File: config.mk
export PLATFORM = sky130hd
export DESIGN_NAME = upa_div_cell
export DESIGN_NICKNAME = d
export VERILOG_FILES = /design/src/rtl/upa_pkg.sv /design/src/rtl/upa_div_cell.sv
export SDC_FILE = /design/constraint.sdc
export NUM_CORES = 1
export LEC_CHECK = 0
export ABC_AREA = 0
export BUFFER_PORTS_ARGS = -buffer_cell sky130_fd_sc_hd__buf_2
export CAP_MARGIN = 25
export CORE_AREA = 2 2 524 526
export DETAILED_ROUTE_END_ITERATION = 7
export DIE_AREA = 0 0 526 528
export PLACE_DENSITY = 0.37
export SLEW_MARGIN = 20
export SYNTH_ARGS = -nofsm -noshare
export SYNTH_HDL_FRONTEND = slang
export SYNTH_SLANG_ARGS = --single-unit
export TNS_END_PERCENT = 100
File: constraint.sdc
create_clock -name i_clk -period 3.1 [get_ports i_clk]
set_input_delay 0.465 -clock i_clk [delete_from_list [all_inputs] [get_ports i_clk]]
set_output_delay 0.465 -clock i_clk [all_outputs]
set_load 0.01 [all_outputs]
File: src/rtl/upa_pkg.sv
// Package: widths, opcodes, status codes, pipeline word types and shared helpers
package upa_pkg;

    localparam int WORD_BITS = 32;
    localparam int FRAC_BITS = 16;
    localparam int FUNC_W    = 4;
    localparam int UNC_W     = WORD_BITS - 1;
    localparam int MAG_W     = WORD_BITS;
    localparam int PROD_W    = 2 * WORD_BITS - 1;
    localparam int NUM_W     = PROD_W + FRAC_BITS;
    localparam int DEN_W     = PROD_W;
    localparam int QUO_W     = WORD_BITS + 1;
    localparam int SQ_W      = 2 * WORD_BITS;
    localparam int ROOT_W    = WORD_BITS;
    localparam int REM_W     = WORD_BITS + 2;
    // front 3 + divider QUO_W + quadrature 2 + root ROOT_W + output 1
    localparam int LATENCY   = 6 + QUO_W + ROOT_W;

    localparam logic [MAG_W-1:0] HALF_M  = {1'b1, {(MAG_W-1){1'b0}}};
    localparam logic [MAG_W-1:0] UMAX_M  = {1'b0, {(MAG_W-1){1'b1}}};
    localparam logic [UNC_W-1:0] UNC_MAX = {UNC_W{1'b1}};

    localparam logic [1:0] ST_OK      = 2'd0;
    localparam logic [1:0] ST_DIVZ    = 2'd1;
    localparam logic [1:0] ST_NEGROOT = 2'd2;
    localparam logic [1:0] ST_SAT     = 2'd3;

    typedef enum logic [FUNC_W-1:0] {
        F_COUNT = 4'd0,
        F_MAKE  = 4'd1,
        F_INV   = 4'd2,
        F_NEG   = 4'd3,
        F_ADD   = 4'd4,
        F_SUB   = 4'd5,
        F_MUL   = 4'd6,
        F_DIV   = 4'd7,
        F_SADD  = 4'd8,
        F_SSUB  = 4'd9,
        F_SMUL  = 4'd10,
        F_SDIV  = 4'd11,
        F_SMIN  = 4'd12,
        F_SOVER = 4'd13
    } t_func;

    // One division lane: partial remainder, divisor, dividend bits shifting
    // out at the top while quotient bits shift in at the bottom
    typedef struct packed {
        logic [DEN_W-1:0] rem;
        logic [DEN_W-1:0] den;
        logic [QUO_W-1:0] nq;
        logic             ovf;
    } t_lane;

    // Side information travelling with a word through the divider chain
    typedef struct packed {
        t_func               func;
        logic                na;
        logic                dz;
        logic                dzneg;
        logic                qneg;
        logic [WORD_BITS-1:0] val;
        logic                val_sat;
        logic [MAG_W-1:0]    ua;
        logic [UNC_W-1:0]    ub;
        logic [MAG_W-1:0]    pm;
        logic [MAG_W-1:0]    qm;
        logic [MAG_W-1:0]    ma;
    } t_side;

    // Result word waiting on the root chain
    typedef struct packed {
        logic [WORD_BITS-1:0] val;
        logic [UNC_W-1:0]     unc;
        logic [1:0]           st;
        logic                 use_sqrt;
    } t_fin;

    // Signed saturation of a magnitude; returns {saturated, value}
    function automatic logic [WORD_BITS:0] sat_val(input logic [QUO_W-1:0] m,
                                                   input logic neg);
        logic [QUO_W-1:0]     lim;
        logic [WORD_BITS-1:0] mm;
        logic                 sat;
        lim = neg ? QUO_W'(HALF_M) : QUO_W'(UMAX_M);
        sat = (m > lim);
        mm  = sat ? lim[WORD_BITS-1:0] : m[WORD_BITS-1:0];
        return {sat, (neg ? (~mm + 1'b1) : mm)};
    endfunction

endpackage

File: src/rtl/upa_div_cell.sv
// Divider cell: one restoring quotient bit on each of the three lanes
module upa_div_cell (
    input  logic           i_clk,
    input  logic           i_rst_n,
    input  logic           i_valid,
    input  upa_pkg::t_side i_side,
    input  upa_pkg::t_lane i_lane_v,
    input  upa_pkg::t_lane i_lane_p,
    input  upa_pkg::t_lane i_lane_q,
    output logic           o_valid,
    output upa_pkg::t_side o_side,
    output upa_pkg::t_lane o_lane_v,
    output upa_pkg::t_lane o_lane_p,
    output upa_pkg::t_lane o_lane_q
);
    import upa_pkg::*;

    // shift one dividend bit into the remainder, subtract where it fits
    function automatic t_lane step(input t_lane l);
        t_lane            r;
        logic [DEN_W:0]   sh;
        logic             fit;
        sh    = {l.rem, l.nq[QUO_W-1]};
        fit   = (sh >= {1'b0, l.den});
        r.rem = fit ? DEN_W'(sh - {1'b0, l.den}) : sh[DEN_W-1:0];
        r.nq  = {l.nq[QUO_W-2:0], fit};
        r.den = l.den;
        r.ovf = l.ovf;
        return r;
    endfunction

    always_ff @(posedge i_clk) begin
        if (!i_rst_n) begin
            o_valid <= 1'b0;
        end else begin
            o_valid <= i_valid;
        end
        o_side   <= i_side;
        o_lane_v <= step(i_lane_v);
        o_lane_p <= step(i_lane_p);
        o_lane_q <= step(i_lane_q);
    end

endmodule

==> flow_summary.ini <==
[floorplan]
fp.coreArea_sq_um = 272000
floorplan.die.height_um = 528
placement_rows = 192
die-area_sq_um = 278000
initial_utilization_pct = 10.1
boundaryPins = 1364
chipWidth_um = 526

[sta]
fmaxAchievable_mhz = 327
final_min_period_over_clock_period_pct = 98.8
fin_ws_ns = 0.0379
finalHoldWorstSlack_ns = 0.0739
finalMaxSlewViolations = 0
worst_pin_slew_ns = 0.734
timing.final.crit_period_ns = 3.06
setup-tns-final_ns = 0
final_hold_viol_count = 0
setup_violations = 0
slew_headroom_pct = 50.6

[clocking]
worst_setup_hold_path_clk_slew_ns = 0.06
numClockSinks = 681
clockBufferDepth = 4
htreeDepth = 3
tritoncts = done
cts_inserted_buffers = 99
root_buffer = sky130_fd_sc_hd__clkbuf_16

[grt]
grt_start_max_net_pins = 69
grt_first_pass_wirelength_um = 296000
grt_antenna_before_repair = 122
grt_overflow = 0
via_count_of_the_first_global_routing_pass = 34500
grt_use_total_pct = 15.7

[worst_hold_path]
min_from = i_lane_v[38]
worstHoldPathType = in -> reg
endpoint_worst_hold = o_lane_v[38]
worstHoldPathCells = 2

[yosys]
synth_flop_cell = sky130_fd_sc_hd__dfxtp_1
number_of_enable_type_register_cells_in_the_synthesized_netlist = 0
ys_types = 85
syn_avg_cell_area_sq_um = 9.42
yosysSeqAreaShare_pct = 49.6
synth_area_sq_um = 27500
total_number_of_yosys_warnings = 0
synth.ff_latch_count = 681
syn_nets = 3794
synthCells = 2919
asyncSetResetFlopFracSynth_pct = 0

[detailed_routing]
routed.top_layer = met5
average_vias_per_placed_instance = 3.49
detail_route.wl_per_cell_um = 24.3
drtAntennaViolNets = 0
via_count = 32700
drt_pass1_iterations = 8
met3_length_um = 20000
remaining_drc_errors = 0
met2_wire_length_um = 113000
detail_route.wirelength_um = 227000
drt_iter0_markers = 1321
wl_met1_um = 84800

[cells_and_area]
layoutNonFillerInstCount = 9372
nets = 6550
highest_count_cells_in_the_layout_ignoring_fill_and_taps = 1362 x sky130_fd_sc_hd__buf_2, 690 x sky130_fd_sc_hd__buf_4, 681 x sky130_fd_sc_hd__dfxtp_1
areaGrowthSynthToFinish_pct = 97.8
layout_commonest_cell = sky130_fd_sc_hd__buf_2
layout-drive-gt1-share_pct = 40.7
fin_area_sq_um = 54400

[placed_design]
worst_case_setup_slack_after_placement_ns = -0.826
dp_cells = 8484
place_hpwl_um = 196000
routabilityCongestion = 0.912
port_buffers = 1363
placement.cell_area_sq_um = 43800

[status]
run_status = finished clean

[critical_path]
cp_max_fo = 5
worst_setup_path_start_kind = input port
worst-endpoint-required_ns = 3.78
crit_path_end_kind = flip-flop
path_class = in -> reg
critical_path_arrival_ns = 3.74

[power_and_ir_drop]
power_per_cell_area_nw_per_um2 = 552
power.static_leakage_nw = 25.6
vdd_ir_drop_max_uv = 361

[run]
cap_violations = 0
## critical path: stages
cell,delay [ns]
sky130_fd_sc_hd__dlygate4sd3_1,0.53
sky130_fd_sc_hd__buf_2,0.11
sky130_fd_sc_hd__inv_1,0.06
sky130_fd_sc_hd__ha_4,0.26
sky130_fd_sc_hd__buf_6,0.11
sky130_fd_sc_hd__nand2b_4,0.06
sky130_fd_sc_hd__a211oi_4,0.26
sky130_fd_sc_hd__o211ai_2,0.16
sky130_fd_sc_hd__a211oi_4,0.33
sky130_fd_sc_hd__inv_1,0.07
sky130_fd_sc_hd__a31oi_1,0.19
sky130_fd_sc_hd__buf_4,0.17
sky130_fd_sc_hd__o21ai_4,0.07
sky130_fd_sc_hd__o211ai_4,0.22
sky130_fd_sc_hd__buf_8,0.20
sky130_fd_sc_hd__buf_12,0.15
sky130_fd_sc_hd__mux2_2,0.34
## repair_timing
item,4_1_cts,5_1_grt
endpoints found under the hold margin,665,3
hold buffers,665,4
resized for setup,0,71
setup endpoints to repair,0,81
setup buffers,0,7
## final cells by class
class	count	area, sq um
timing repair buffer	2744	19100
tap	3589	4490
sequential	681	13600
inverter	239	897
antenna	33	82.6
fill	30600	218000
clock inverter	56	674
clock buffer	120	2620
multi-input combinational	1910	12800
## power breakdown
part	switching, mW	leakage [nW]	internal (mW)
combinational	4.45	18.2	3.67
sequential	0.370	5.75	9.65
clock	4.92	1.57	6.96
## Yosys cell counts, drive strengths merged, types with 27 or more instances
cell type	n	share of area, %
dfxtp	681	50
nand2	298	4.1
a21oi	266	4.9
inv	239	3.3
o21ai	234	4.3
ha	189	8.6
nor2	168	2.3
xnor2	103	3.3
a21o	73	2.0
xor2	72	2.3
clkbuf	51	0.71
nand4	46	1.0
nand3	39	0.71
buf	38	0.81
mux2	31	1.3
o21bai	31	0.85
o21a	29	0.79
nor3	27	0.49
## per-stage QoR
step / utilization [%] / total power [mW]
after global routing: 19.9 / 31.6
after floorplan: - / 13.0
after CTS: 19.7 / 30.7
after detailed placement: 16.1 / 17.6
final: 20.0 / 30.0
after global placement: 16.1 / 17.6
## sequential cells by signal (all words and copies together), names as in the netlist
name      cells
o_side      200
o_valid       1
o_lane_q    160
o_lane_p    160
o_lane_v    160
## routing by layer
layer  up-vias  global-route usage [%]
li1      15600                       -
met1     15300                    16.6
met2      1347                    28.3
met3       399                    5.95
met4        42                    5.32
met5         -                       0
## worst max path at each step
stage                       start       endpoint  slack (ns)
floorplan            i_lane_v[33]  o_lane_v[112]      -0.002
global placement     i_lane_q[62]  o_lane_q[138]       -1.27
detailed placement   i_lane_q[43]  o_lane_q[129]       -0.83
CTS                 i_lane_q[145]  o_lane_q[129]       0.009
global route         i_lane_v[36]  o_lane_v[152]       -0.09
finish               i_lane_v[36]  o_lane_v[141]        0.04
## cells by family after synthesis
kind of cell               count (synthesis)  synth area share [%]
AOI/OAI and AO/OA                        797                  17.9
xor gates and xnor gates                 175                  5.58
adders and majority gates                192                  8.82
buffers and inverters                    328                  4.78
DFF                                      681                  49.6
muxes                                     31                  1.30
and+or+nand+nor                          715                  12.0
Power figures use the tool's default switching activity.
