## config.mk

```make
export PLATFORM = sky130hd
export DESIGN_NAME = upa_sqrt_cell
export DESIGN_NICKNAME = d
export VERILOG_FILES = /design/src/rtl/upa_pkg.sv /design/src/rtl/upa_sqrt_cell.sv
export SDC_FILE = /design/constraint.sdc
export NUM_CORES = 1
export LEC_CHECK = 0
export BUFFER_PORTS_ARGS = -buffer_cell sky130_fd_sc_hd__buf_2
export CELL_PAD_IN_SITES_DETAIL_PLACEMENT = 0
export CELL_PAD_IN_SITES_GLOBAL_PLACEMENT = 1
export CORE_AREA = 2 2 156 158
export CTS_CLUSTER_SIZE = 20
export DETAILED_ROUTE_END_ITERATION = 8
export DIE_AREA = 0 0 158 160
export GPL_TIMING_DRIVEN = 0
export PLACE_DENSITY_LB_ADDON = 0.08
export SYNTH_ARGS = -nofsm -noshare
export SYNTH_HDL_FRONTEND = slang
export SYNTH_SLANG_ARGS = --single-unit
```

## constraint.sdc

```tcl
create_clock -name i_clk -period 3.6 [get_ports i_clk]
set_clock_uncertainty 0.1 [all_clocks]
set_input_delay 0.9 -clock i_clk [delete_from_list [all_inputs] [get_ports i_clk]]
set_output_delay 0.9 -clock i_clk [all_outputs]
set_load 0.1 [all_outputs]
```

## src/rtl/upa_pkg.sv

```systemverilog
// Package: widths, opcodes, status codes, pipeline word types and shared helpers
package upa_pkg;

    localparam int WORD_BITS = 32;
    localparam int FRAC_BITS = 16;
    localparam int FUNC_W    = 4;
    localparam int UNC_W     = WORD_BITS - 1;
    localparam int MAG_W     = WORD_BITS;
    localparam int PROD_W    = 2 * WORD_BITS - 1;
    localparam int NUM_W     = PROD_W + FRAC_BITS;
    localparam int DEN_W     = PROD_W;
    localparam int QUO_W     = WORD_BITS + 1;
    localparam int SQ_W      = 2 * WORD_BITS;
    localparam int ROOT_W    = WORD_BITS;
    localparam int REM_W     = WORD_BITS + 2;
    // front 3 + divider QUO_W + quadrature 2 + root ROOT_W + output 1
    localparam int LATENCY   = 6 + QUO_W + ROOT_W;

    localparam logic [MAG_W-1:0] HALF_M  = {1'b1, {(MAG_W-1){1'b0}}};
    localparam logic [MAG_W-1:0] UMAX_M  = {1'b0, {(MAG_W-1){1'b1}}};
    localparam logic [UNC_W-1:0] UNC_MAX = {UNC_W{1'b1}};

    localparam logic [1:0] ST_OK      = 2'd0;
    localparam logic [1:0] ST_DIVZ    = 2'd1;
    localparam logic [1:0] ST_NEGROOT = 2'd2;
    localparam logic [1:0] ST_SAT     = 2'd3;

    typedef enum logic [FUNC_W-1:0] {
        F_COUNT = 4'd0,
        F_MAKE  = 4'd1,
        F_INV   = 4'd2,
        F_NEG   = 4'd3,
        F_ADD   = 4'd4,
        F_SUB   = 4'd5,
        F_MUL   = 4'd6,
        F_DIV   = 4'd7,
        F_SADD  = 4'd8,
        F_SSUB  = 4'd9,
        F_SMUL  = 4'd10,
        F_SDIV  = 4'd11,
        F_SMIN  = 4'd12,
        F_SOVER = 4'd13
    } t_func;

    // One division lane: partial remainder, divisor, dividend bits shifting
    // out at the top while quotient bits shift in at the bottom
    typedef struct packed {
        logic [DEN_W-1:0] rem;
        logic [DEN_W-1:0] den;
        logic [QUO_W-1:0] nq;
        logic             ovf;
    } t_lane;

    // Side information travelling with a word through the divider chain
    typedef struct packed {
        t_func               func;
        logic                na;
        logic                dz;
        logic                dzneg;
        logic                qneg;
        logic [WORD_BITS-1:0] val;
        logic                val_sat;
        logic [MAG_W-1:0]    ua;
        logic [UNC_W-1:0]    ub;
        logic [MAG_W-1:0]    pm;
        logic [MAG_W-1:0]    qm;
        logic [MAG_W-1:0]    ma;
    } t_side;

    // Result word waiting on the root chain
    typedef struct packed {
        logic [WORD_BITS-1:0] val;
        logic [UNC_W-1:0]     unc;
        logic [1:0]           st;
        logic                 use_sqrt;
    } t_fin;

    // Signed saturation of a magnitude; returns {saturated, value}
    function automatic logic [WORD_BITS:0] sat_val(input logic [QUO_W-1:0] m,
                                                   input logic neg);
        logic [QUO_W-1:0]     lim;
        logic [WORD_BITS-1:0] mm;
        logic                 sat;
        lim = neg ? QUO_W'(HALF_M) : QUO_W'(UMAX_M);
        sat = (m > lim);
        mm  = sat ? lim[WORD_BITS-1:0] : m[WORD_BITS-1:0];
        return {sat, (neg ? (~mm + 1'b1) : mm)};
    endfunction

endpackage

```

## src/rtl/upa_sqrt_cell.sv

```systemverilog
// Root cell: one digit-by-digit square root bit per stage
module upa_sqrt_cell (
    input  logic                       i_clk,
    input  logic                       i_rst_n,
    input  logic                       i_valid,
    input  logic [upa_pkg::SQ_W-1:0]   i_x,
    input  logic [upa_pkg::REM_W-1:0]  i_rem,
    input  logic [upa_pkg::ROOT_W-1:0] i_root,
    input  upa_pkg::t_fin              i_fin,
    output logic                       o_valid,
    output logic [upa_pkg::SQ_W-1:0]   o_x,
    output logic [upa_pkg::REM_W-1:0]  o_rem,
    output logic [upa_pkg::ROOT_W-1:0] o_root,
    output upa_pkg::t_fin              o_fin
);
    import upa_pkg::*;

    logic [REM_W+1:0] n_sh, n_trial;
    logic             n_fit;

    // bring down two radicand bits, try root*4+1
    always_comb begin
        n_sh    = {i_rem, i_x[SQ_W-1:SQ_W-2]};
        n_trial = (REM_W+2)'({i_root, 2'b01});
        n_fit   = (n_sh >= n_trial);
    end

    always_ff @(posedge i_clk) begin
        if (!i_rst_n) begin
            o_valid <= 1'b0;
        end else begin
            o_valid <= i_valid;
        end
        o_fin  <= i_fin;
        o_x    <= i_x << 2;
        o_rem  <= n_fit ? REM_W'(n_sh - n_trial) : n_sh[REM_W-1:0];
        o_root <= {i_root[ROOT_W-2:0], n_fit};
    end

endmodule

```

==> summary.md <==
| Metric | Value |
|---|---|
| Worst VDD drop | `0.3176 mV` |
| First-pass GRT wire length | `31820 um` |
| Mapped Cells | `575` |
| Non-Filler Instances | `1326` |
| Setup Fix Bufs, Post-CTS | `0` |
| CTS tree | `built` |
| Hold Fails Final Rpt | `0` |
| IO Pins | `396` |
| Core footprint | `23820 sq um` |
| Cell Area, Synth | `6381 sq um` |
| Nets | `1221` |
| Horiz. Die Dim | `158 um` |
| Crit. End Element | `flop` |
| Distinct cells, synth | `62` |
| Initial antenna violation count | `5` |
| Total GRT Usage | `0.1692` |
| Most used flip-flop cell after synthesis | `dfxtp_1` |
| RSZ-0062 raised after global routing | `no` |
| Status | `finished clean` |
| Final wirelength | `22070 um` |
| DP HPWL | `17800 um` |
| Max-slew violation count | `0` |
| Least-Margin Pin Slew | `0.5826 ns` |
| Seq/Total Area, Yosys | `0.6118` |
| Drt first pass iters | `4` |
| Wire per inst | `16.65 um` |
| Clk slew on worst S/H paths | `0.08 ns` |
| Grt total ovfl | `0` |
| CP startpoint kind | `primary input` |
| Post-synth EDFFs | `0` |
| Final period util | `0.8885` |
| CTS buffer count | `17` |
| Die area | `25280 sq um` |
| # fillers | `2524` |
| Multi-input gate area | `2223 sq um` |
| Count leader, synth | `dfxtp_1` |
| IO buf count | `393` |
| Number of global-route vias before repair | `5418` |
| Slew HR | `0.6074` |
| Htree depth | `4` |
| HP Class | `primary input to flop` |
| Clk root buf | `clkbuf_16` |
| Top-area cell type share of the netlist area | `0.6118` |
| Max_cap viols | `0` |
| PostCTS Resize Cnt | `0` |
| Asr flop ratio synth | `0` |
| DR iter-0 viols | `169` |
| Routability congestion estimate from global placement | `0.7178` |
| FMAX | `0.3126 GHz` |
| Die H | `160 um` |
| Final setup fails | `0` |
| Rows | `57` |
| Pwr/cell area | `689.7 nW/um^2` |
| Largest net degree at the start of global routing | `22` |
| Starting Density | `0.2679` |
| Clock Tree Buf Depth | `2` |
| Largest area contributor in the netlist | `dfxtp_1` |
| Min cycle time layout | `3.199 ns` |
| Ranking of synthesized cells by area | `dfxtp_1 61%, ha_1 6.7%, nand2_1 3.4%` |
| Area grow syn2layout | `46.98%` |
| Kind of critical path | `primary input to flop` |
| CTS sink count | `195` |
| Via density | `4.094` |
| FF+latch area | `3904 sq um` |
| Routed Antenna Nets | `0` |
| Layout cell share with drive strength beyond 1 | `0.4585` |
| Via count | `5429` |
| Commonest cells in the netlist | `195 x dfxtp_1, 58 x nand2_1, 42 x inv_1` |
| Arr. time, crit path | `3.43 ns` |
| CP Data Required Time | `3.83 ns` |
| Leak | `0.004737 uW` |
| Post-cts hold buffer count | `0` |
| #FFs+latches synth | `195` |
| Critical Path Fanout Max | `10` |
| Power, Total | `6469 uW` |
| Placed insts | `1293` |
| Syn Area/Cell | `11.10 sq um` |
| Warnings from Yosys | `0` |
| DRC | `0` |
kinds of logic (layout without fill, tap and decap cells):
group | Yosys count | in the layout | share of synthesized area
and+or+nand+nor | 121 | 121 | 0.08882
AOI/OAI and AO/OA | 133 | 133 | 0.1461
muxes | 5 | 5 | 0.008627
xor gates and xnor gates | 27 | 27 | 0.03706
other | 1 | 3 | 0.0005877
buffers and inverters | 59 | 484 | 0.04039
DFF | 195 | 195 | 0.6118
adders and majority gates | 34 | 34 | 0.06667
worst max-delay path: stages:
cell      delay [ns]
buf_2           0.11
ha_1            0.39
a21o_1          0.25
a221oi_1        0.37
o31a_1          0.22
o221ai_1        0.15
a211oi_1        0.23
o21a_1          0.18
buf_6           0.15
buf_2           0.27
nand2_1         0.13
o41ai_2         0.07
power breakdown:
part           internal [uW]  switching (uW)  leakage (uW)
clock                    973            1010      0.000300
combinational            380            1730       0.00279
sequential              2340            36.9       0.00165
metrics by stage:
stage               setup TNS (ns)  area [sq um]  utilization  setup WS (ns)  hold WS [ns]
CTS                              0          9376       0.3936         0.3995        0.4311
global route                     0          9379       0.3937         0.1732        0.4271
detailed placement         -0.2949          8757       0.3676       -0.04548        0.9036
global placement           -0.5987          8757       0.3676       -0.05526        0.9022
floorplan                        0          6385            -         0.4964        0.8277
finish                           0          9379       0.3937         0.4015        0.4490
sequential cells by signal, indices dropped and copies added (netlist names):
| name | count |
|---|---|
| o_valid | 1 |
| o_root | 32 |
| o_x | 62 |
| o_fin | 66 |
| o_rem | 34 |
final timing paths:
| path | slack, ns | cells past startpoint | from | to |
|---|---|---|---|---|
| worst min-delay path | 0.45 | 1 | i_x[14] | o_x[16] |
| worst max-delay path | 0.40 | 12 | i_rem[15] | o_rem[33] |
routing by layer:
| metal | wire (um) | vias to the layer above | part of all wire | GRT usage |
|---|---|---|---|---|
| met3 | 1579 | 15 | 0.072 | 0.04776 |
| met1 | 8999 | 2450 | 0.41 | 0.1961 |
| met5 | 45 | - | 0.0020 | 0 |
| li1 | - | 2770 | - | - |
| met2 | 11270 | 188 | 0.51 | 0.3012 |
| met4 | 178 | 6 | 0.0081 | 0.04914 |
cell type report:
| type | instances | area share |
|---|---|---|
| flip-flops and latches | 195 | 0.4162 |
| multi-input cells | 322 | 0.2371 |
| repair buffers | 393 | 0.2097 |
| clock buffers | 18 | 0.04682 |
| well taps | 324 | 0.04322 |
| clock inverters | 14 | 0.01921 |
| inverters | 43 | 0.01734 |
| plain buffers | 16 | 0.01014 |
| diodes | 1 | 0.0002668 |
cells in the final DEF (no fill, tap or decap), types with 3 or more instances in the layout:
cell type and instances:
nand2_1 58, a31oi_1 4, o21ai_1 4, and3_2 3, nand2b_1 5, o31ai_1 4
nor3_1 10, xor2_1 13, nand4_1 6, buf_2 399, ha_1 34, o21ai_0 41
clkbuf_16 17, inv_1 42, clkinv_8 5, o41ai_2 3, and2_1 4, o21a_1 3
dfxtp_1 195, nand3_1 6, nor2_1 18, clkbuf_1 4, mux2i_1 4, xnor2_1 14
a21oi_1 28, a21o_1 19, inv_6 4
Power figures use the tool's default switching activity.
