<file path="config.mk">
export PLATFORM = sky130hd
export DESIGN_NAME = upa_quad
export DESIGN_NICKNAME = d
export VERILOG_FILES = /design/src/rtl/upa_pkg.sv /design/src/rtl/upa_quad.sv
export SDC_FILE = /design/constraint.sdc
export NUM_CORES = 2
export LEC_CHECK = 0
export BUFFER_PORTS_ARGS = -buffer_cell sky130_fd_sc_hd__clkbuf_2
export CORE_UTILIZATION = 60
export CTS_CLUSTER_SIZE = 28
export DETAILED_ROUTE_END_ITERATION = 6
export PLACE_DENSITY = 0.81
export SLEW_MARGIN = 40
export SYNTH_ARGS = -nofsm -noshare
export SYNTH_HDL_FRONTEND = slang
export SYNTH_SLANG_ARGS = --single-unit
</file>
<file path="constraint.sdc">
create_clock -name i_clk -period 11 [get_ports i_clk]
set_clock_uncertainty 0.15 [all_clocks]
set_input_delay 1.1 -clock i_clk [delete_from_list [all_inputs] [get_ports i_clk]]
set_output_delay 1.1 -clock i_clk [all_outputs]
set_load 0.05 [all_outputs]
</file>
<file path="src/rtl/upa_pkg.sv">
// Package: widths, opcodes, status codes, pipeline word types and shared helpers
package upa_pkg;

    localparam int WORD_BITS = 32;
    localparam int FRAC_BITS = 16;
    localparam int FUNC_W    = 4;
    localparam int UNC_W     = WORD_BITS - 1;
    localparam int MAG_W     = WORD_BITS;
    localparam int PROD_W    = 2 * WORD_BITS - 1;
    localparam int NUM_W     = PROD_W + FRAC_BITS;
    localparam int DEN_W     = PROD_W;
    localparam int QUO_W     = WORD_BITS + 1;
    localparam int SQ_W      = 2 * WORD_BITS;
    localparam int ROOT_W    = WORD_BITS;
    localparam int REM_W     = WORD_BITS + 2;
    // front 3 + divider QUO_W + quadrature 2 + root ROOT_W + output 1
    localparam int LATENCY   = 6 + QUO_W + ROOT_W;

    localparam logic [MAG_W-1:0] HALF_M  = {1'b1, {(MAG_W-1){1'b0}}};
    localparam logic [MAG_W-1:0] UMAX_M  = {1'b0, {(MAG_W-1){1'b1}}};
    localparam logic [UNC_W-1:0] UNC_MAX = {UNC_W{1'b1}};

    localparam logic [1:0] ST_OK      = 2'd0;
    localparam logic [1:0] ST_DIVZ    = 2'd1;
    localparam logic [1:0] ST_NEGROOT = 2'd2;
    localparam logic [1:0] ST_SAT     = 2'd3;

    typedef enum logic [FUNC_W-1:0] {
        F_COUNT = 4'd0,
        F_MAKE  = 4'd1,
        F_INV   = 4'd2,
        F_NEG   = 4'd3,
        F_ADD   = 4'd4,
        F_SUB   = 4'd5,
        F_MUL   = 4'd6,
        F_DIV   = 4'd7,
        F_SADD  = 4'd8,
        F_SSUB  = 4'd9,
        F_SMUL  = 4'd10,
        F_SDIV  = 4'd11,
        F_SMIN  = 4'd12,
        F_SOVER = 4'd13
    } t_func;

    // One division lane: partial remainder, divisor, dividend bits shifting
    // out at the top while quotient bits shift in at the bottom
    typedef struct packed {
        logic [DEN_W-1:0] rem;
        logic [DEN_W-1:0] den;
        logic [QUO_W-1:0] nq;
        logic             ovf;
    } t_lane;

    // Side information travelling with a word through the divider chain
    typedef struct packed {
        t_func               func;
        logic                na;
        logic                dz;
        logic                dzneg;
        logic                qneg;
        logic [WORD_BITS-1:0] val;
        logic                val_sat;
        logic [MAG_W-1:0]    ua;
        logic [UNC_W-1:0]    ub;
        logic [MAG_W-1:0]    pm;
        logic [MAG_W-1:0]    qm;
        logic [MAG_W-1:0]    ma;
    } t_side;

    // Result word waiting on the root chain
    typedef struct packed {
        logic [WORD_BITS-1:0] val;
        logic [UNC_W-1:0]     unc;
        logic [1:0]           st;
        logic                 use_sqrt;
    } t_fin;

    // Signed saturation of a magnitude; returns {saturated, value}
    function automatic logic [WORD_BITS:0] sat_val(input logic [QUO_W-1:0] m,
                                                   input logic neg);
        logic [QUO_W-1:0]     lim;
        logic [WORD_BITS-1:0] mm;
        logic                 sat;
        lim = neg ? QUO_W'(HALF_M) : QUO_W'(UMAX_M);
        sat = (m > lim);
        mm  = sat ? lim[WORD_BITS-1:0] : m[WORD_BITS-1:0];
        return {sat, (neg ? (~mm + 1'b1) : mm)};
    endfunction

endpackage

</file>
<file path="src/rtl/upa_quad.sv">
// Quadrature stage: quotient clamping, error squares and sum, result word set-up
module upa_quad (
    input  logic                     i_clk,
    input  logic                     i_rst_n,
    input  logic                     i_valid,
    input  upa_pkg::t_side           i_side,
    input  upa_pkg::t_lane           i_lane_v,
    input  upa_pkg::t_lane           i_lane_p,
    input  upa_pkg::t_lane           i_lane_q,
    output logic                     o_valid,
    output logic [upa_pkg::SQ_W-1:0] o_x,
    output upa_pkg::t_fin            o_fin
);
    import upa_pkg::*;

    function automatic logic [QUO_W-1:0] lane_res(input t_lane l);
        return l.ovf ? {QUO_W{1'b1}} : l.nq;
    endfunction

    function automatic logic [MAG_W-1:0] clamp_half(input logic [QUO_W-1:0] m);
        return (m > QUO_W'(HALF_M)) ? HALF_M : m[MAG_W-1:0];
    endfunction

    function automatic logic unc_over(input logic [QUO_W-1:0] m);
        return (m > QUO_W'(UNC_MAX));
    endfunction

    function automatic logic [UNC_W-1:0] sat_unc(input logic [QUO_W-1:0] m);
        return unc_over(m) ? UNC_MAX : m[UNC_W-1:0];
    endfunction

    logic [QUO_W-1:0]   n_lv, n_lp, n_lq, n_um;
    logic [MAG_W-1:0]   n_p, n_q;
    logic [WORD_BITS:0] n_sv;
    logic               n_sat;
    t_fin               n_fin;

    // error terms for quadrature and the word for the other ops
    always_comb begin
        n_lv  = lane_res(i_lane_v);
        n_lp  = lane_res(i_lane_p);
        n_lq  = lane_res(i_lane_q);
        n_um  = '0;
        n_sv  = {i_side.val_sat, i_side.val};
        n_sat = 1'b0;
        n_p   = '0;
        n_q   = '0;
        n_fin.use_sqrt = 1'b0;
        case (i_side.func) inside
            F_ADD, F_SUB: begin
                n_p = i_side.ua;
                n_q = MAG_W'(i_side.ub);
                n_fin.use_sqrt = 1'b1;
            end
            F_MUL: begin
                n_p = i_side.pm;
                n_q = i_side.qm;
                n_fin.use_sqrt = 1'b1;
            end
            F_DIV: begin
                n_p  = clamp_half(n_lp);
                n_q  = clamp_half(n_lq);
                n_sv = sat_val(n_lv, i_side.qneg);
                n_fin.use_sqrt = 1'b1;
            end
            F_COUNT: begin
                n_fin.use_sqrt = !i_side.na;
            end
            F_MAKE, F_NEG, F_SADD, F_SSUB, F_SMIN: begin
                n_um  = QUO_W'(i_side.ua);
                n_sat = unc_over(n_um);
            end
            F_INV, F_SOVER: begin
                n_um  = n_lq;
                n_sat = unc_over(n_um);
                n_sv  = sat_val(n_lv, i_side.qneg);
            end
            F_SDIV: begin
                n_um  = n_lp;
                n_sat = unc_over(n_um);
                n_sv  = sat_val(n_lv, i_side.qneg);
            end
            F_SMUL: begin
                n_um  = QUO_W'(i_side.pm);
                n_sat = unc_over(n_um);
            end
            default: begin
                n_sv = '0;
            end
        endcase

        n_fin.val = n_sv[WORD_BITS-1:0];
        n_fin.unc = sat_unc(n_um);
        if (i_side.dz) begin
            n_fin.val      = i_side.dzneg ? HALF_M : UMAX_M;
            n_fin.unc      = UNC_MAX;
            n_fin.st       = ST_DIVZ;
            n_fin.use_sqrt = 1'b0;
        end else if (i_side.func == F_COUNT && i_side.na) begin
            n_fin.st = ST_NEGROOT;
        end else if (n_sv[WORD_BITS] || n_sat) begin
            n_fin.st = ST_SAT;
        end else begin
            n_fin.st = ST_OK;
        end
    end

    // stage a: squares of the two error terms
    logic            r_a_valid;
    t_fin            r_a_fin;
    logic            r_a_cnt;
    logic [SQ_W-1:0] r_a_sqp, r_a_sqq, r_a_cx;

    always_ff @(posedge i_clk) begin
        if (!i_rst_n) begin
            r_a_valid <= 1'b0;
        end else begin
            r_a_valid <= i_valid;
        end
        r_a_fin <= n_fin;
        r_a_cnt <= (i_side.func == F_COUNT);
        r_a_sqp <= SQ_W'(n_p) * SQ_W'(n_p);
        r_a_sqq <= SQ_W'(n_q) * SQ_W'(n_q);
        r_a_cx  <= SQ_W'(i_side.ma) << FRAC_BITS;
    end

    // stage b: radicand for the root chain
    always_ff @(posedge i_clk) begin
        if (!i_rst_n) begin
            o_valid <= 1'b0;
        end else begin
            o_valid <= r_a_valid;
        end
        o_fin <= r_a_fin;
        o_x   <= r_a_cnt ? r_a_cx : (r_a_sqp + r_a_sqq);
    end

endmodule

</file>
==> impl_metrics.ini <==
[run_status]
status = complete, no violations

[pwr]
p_leak_nw = 45.4
swShare_pct = 47.6
p_int_mw = 3.78
clkPwrFrac_pct = 20.3
p_comb_share_pct = 55.8
seqPwrFrac_pct = 23.9
cellPowerDensity_mw_per_mm2 = 88.2
power.switching_mw = 3.43
ir_worst_vdd_mv = 0.154

[cts]
clk_pin_slew_ns = 0.06
cts_made_buffers = 42
post_cts_buffers = 0
cts-root-buf = clkbuf_16
cts_resized = 0
cts_buffer_depth = 3
htree_levels = 2
cts.sinks = 357
clkLatencyLatePin_ns = 0.65
cts_tree = built
hold_buffers = 0

[synth]
netlist.area_leader.share_pct = 44.0
synth_cell_types = 80
synth_top_family_by_area = adder cells
synth_fp_nets = 10900
synth_ff_type = dfxtp_1
synth-simple-area-share_pct = 10.2
synth_warnings = 0
synthAdderAreaFrac_pct = 55.7
yosysMostFrequentCell = inv_1
synth_largest_area_cell = fa_1
synth_compound_area_share_pct = 8.97
synth_edf_count = 0
synth.cells.most_frequent = inv_1, fa_1, nor2_1, ha_1, nand2_1
synth_async_sr_flop_share_pct = 0
syn_area_mm2 = 0.0723
syn_inst = 7974
synth_area_per_cell_um2 = 9.07
ys_ff_latch = 357
synth.area.top_cells = fa_1, ha_1, inv_1
synth-xor-area-share_pct = 3.02
ys_seq_area_share_pct = 9.88
muxShareOfSynthArea_pct = 0.259

[timing]
slew_viol_final = 0
setup_viol = 0
max_freq_mhz = 93.2
tightest_slew_ns = 0.893
hold_violations = 0
grt_setup_unrepaired = false
hold_ws_ns = 0.175
slew_headroom_pct = 40.3
finalCritPeriodShare_pct = 97.6
period_minus_slack_ns = 10.73

[route]
first_pass_iters = 6
postRouteAntennaNets = 0
wl_per_cell_um = 22.9
routed_wl_um = 238000
drt_first_iter_violations = 5162
drcViolationCount = 0
vias_per_cell = 5.75
num_vias = 59800

[floorplanning]
core_mm2 = 0.120
fp.dieW_um = 349
die_h_um = 349
fp-row-count = 127
ios = 814
design.die.area_mm2 = 0.122
start_util_pct = 60.5

[cells_and_area]
fin_util_pct = 68.4
nNetsFinal = 11700
area.growth.synth_to_final_pct = 13.1
drive_gt1_share_pct = 13.5

[min_path]
min-delay-start = r_a_fin[14]
hp-class = register to register
whs_endpoint = o_fin[14]
whs_path_depth = 0

[critical_path]
crit_path_max_incr_delay_ns = 0.62
crit_slowest_cell = a211oi_1
critPathTopFamily = adder cells
required_ns = 11.41
end_kind = register
cp_num_buf_inv = 8
path_class = primary input to register
rr_worst_depth = 11
crit_arrival_ns = 11.14
cp_common_cell = fa_1
regToRegStartpoint = r_a_sqp[14]
r2r_end = o_x[33]
crit_cells = 34
r2r_setup_slack_ns = 7.02
cp-start-kind = primary input
critPathMaxFanout = 24

[global_route]
grt_util_all_layers_pct = 40.2
grt-ovfl-total = 0
grt_pass1_vias = 65300
antenna_found_initial = 24
grt_pass1_wl_um = 364000
grt_max_degree = 85

[placed_design]
dp_hpwl_um = 203000
gp_congestion = 1.05
port_buffers = 435

[flow_run]
drv_cap = 0
-- registers in the layout, summed over array words and instances, names as in the netlist --
register,cells
r_a_cnt,1
r_a_cx,32
r_a_sqq,63
r_a_valid,1
o_fin,66
o_valid,1
o_x,64
r_a_fin,66
r_a_sqp,63
-- through the flow --
step	TNS (ns)	cell area (um^2)	total power, mW	std cells	setup WS [ns]
finish	0	81800	7.22	10400	0.268
detailed placement	-0.221	80300	5.64	10300	-0.114
floorplan	0	72300	4.08	7974	1.03
global placement	-0.374	80300	5.54	10300	-0.218
CTS	0	81800	7.13	10400	0.511
global route	0	81800	7.56	10400	0.0203
-- placed cells by master, fill, tap and decap left out, types with 36 or more instances in the layout --
| cell | netlist | final |
|---|---|---|
| nand2_1 | 672 | 672 |
| a211oi_1 | 53 | 52 |
| inv_1 | 2009 | 2009 |
| clkbuf_2 | 0 | 435 |
| a21oi_1 | 301 | 299 |
| xor2_1 | 103 | 103 |
| ha_1 | 674 | 674 |
| dfxtp_1 | 357 | 356 |
| and2_1 | 41 | 41 |
| nand4_1 | 36 | 36 |
| a22oi_1 | 36 | 36 |
| nand3_1 | 61 | 61 |
| fa_1 | 1590 | 1590 |
| nor2_1 | 726 | 724 |
| o21ai_0 | 224 | 201 |
| buf_4 | 0 | 559 |
| a21o_1 | 108 | 107 |
| xnor2_1 | 146 | 146 |
| clkbuf_16 | 0 | 42 |
| o21a_1 | 59 | 59 |
| nor3_1 | 52 | 50 |
-- worst reg2reg max path, stage by stage (launching register included) --
cell and delay [ns]:
dfxtp_1 0.31, ha_1 0.38, a21o_1 0.20, a21o_1 0.18
a2111oi_0 0.57, o21bai_1 0.20, o21ai_0 0.22, a21oi_1 0.18
a21oi_1 0.30, o21a_1 0.23, xor2_1 0.72, o21ai_0 0.18
-- how the worst max path moves through the flow --
stage               slack, ns          from     endpoint
global placement        -0.22   i_lane_q[0]  r_a_sqq[63]
detailed placement      -0.11   i_lane_q[0]  r_a_sqq[56]
floorplan                1.03   i_side[199]  r_a_sqq[60]
finish                   0.27  i_lane_p[21]  r_a_sqp[61]
global route             0.02  i_lane_p[21]  r_a_sqp[61]
CTS                      0.51   i_lane_q[0]  r_a_sqq[56]
-- routing by layer --
layer	track usage, %	vias to the layer above	part of all wire (%)
li1	-	25700	-
met1	47.2	29600	34
met2	61.6	3559	44
met3	14.5	978	14
met4	27.2	18	8.3
met5	0	-	0.045
-- logic make-up after synthesis --
group / count (synthesis)
xor gates and xnor gates: 249
buffers and inverters: 2310
DFF: 357
AOI/OAI and AO/OA: 1024
adders and majority gates: 2264
and+or+nand+nor: 1753
muxes: 17
-- cell type report --
class	instances	area (um^2)
Multi-Input combinational cell	5307	56600
Fill cell	9246	37800
Inverter	2031	7620
Sequential cell	357	7150
Timing Repair Buffer	1023	6950
Tap cell	1612	2020
Clock buffer	51	1130
Clock inverter	27	304
Antenna cell	6	15.0
-- power by group through the flow --
stage,Sequential [mW],Combinational [mW],Clock (mW)
final,1.72,4.03,1.46
after global routing,1.73,4.30,1.53
after CTS,1.71,3.94,1.48
after detailed placement,1.74,3.90,0
after global placement,1.74,3.80,0
after floorplan,2.10,1.98,0
Note: power is estimated with default switching activity, not from simulation.
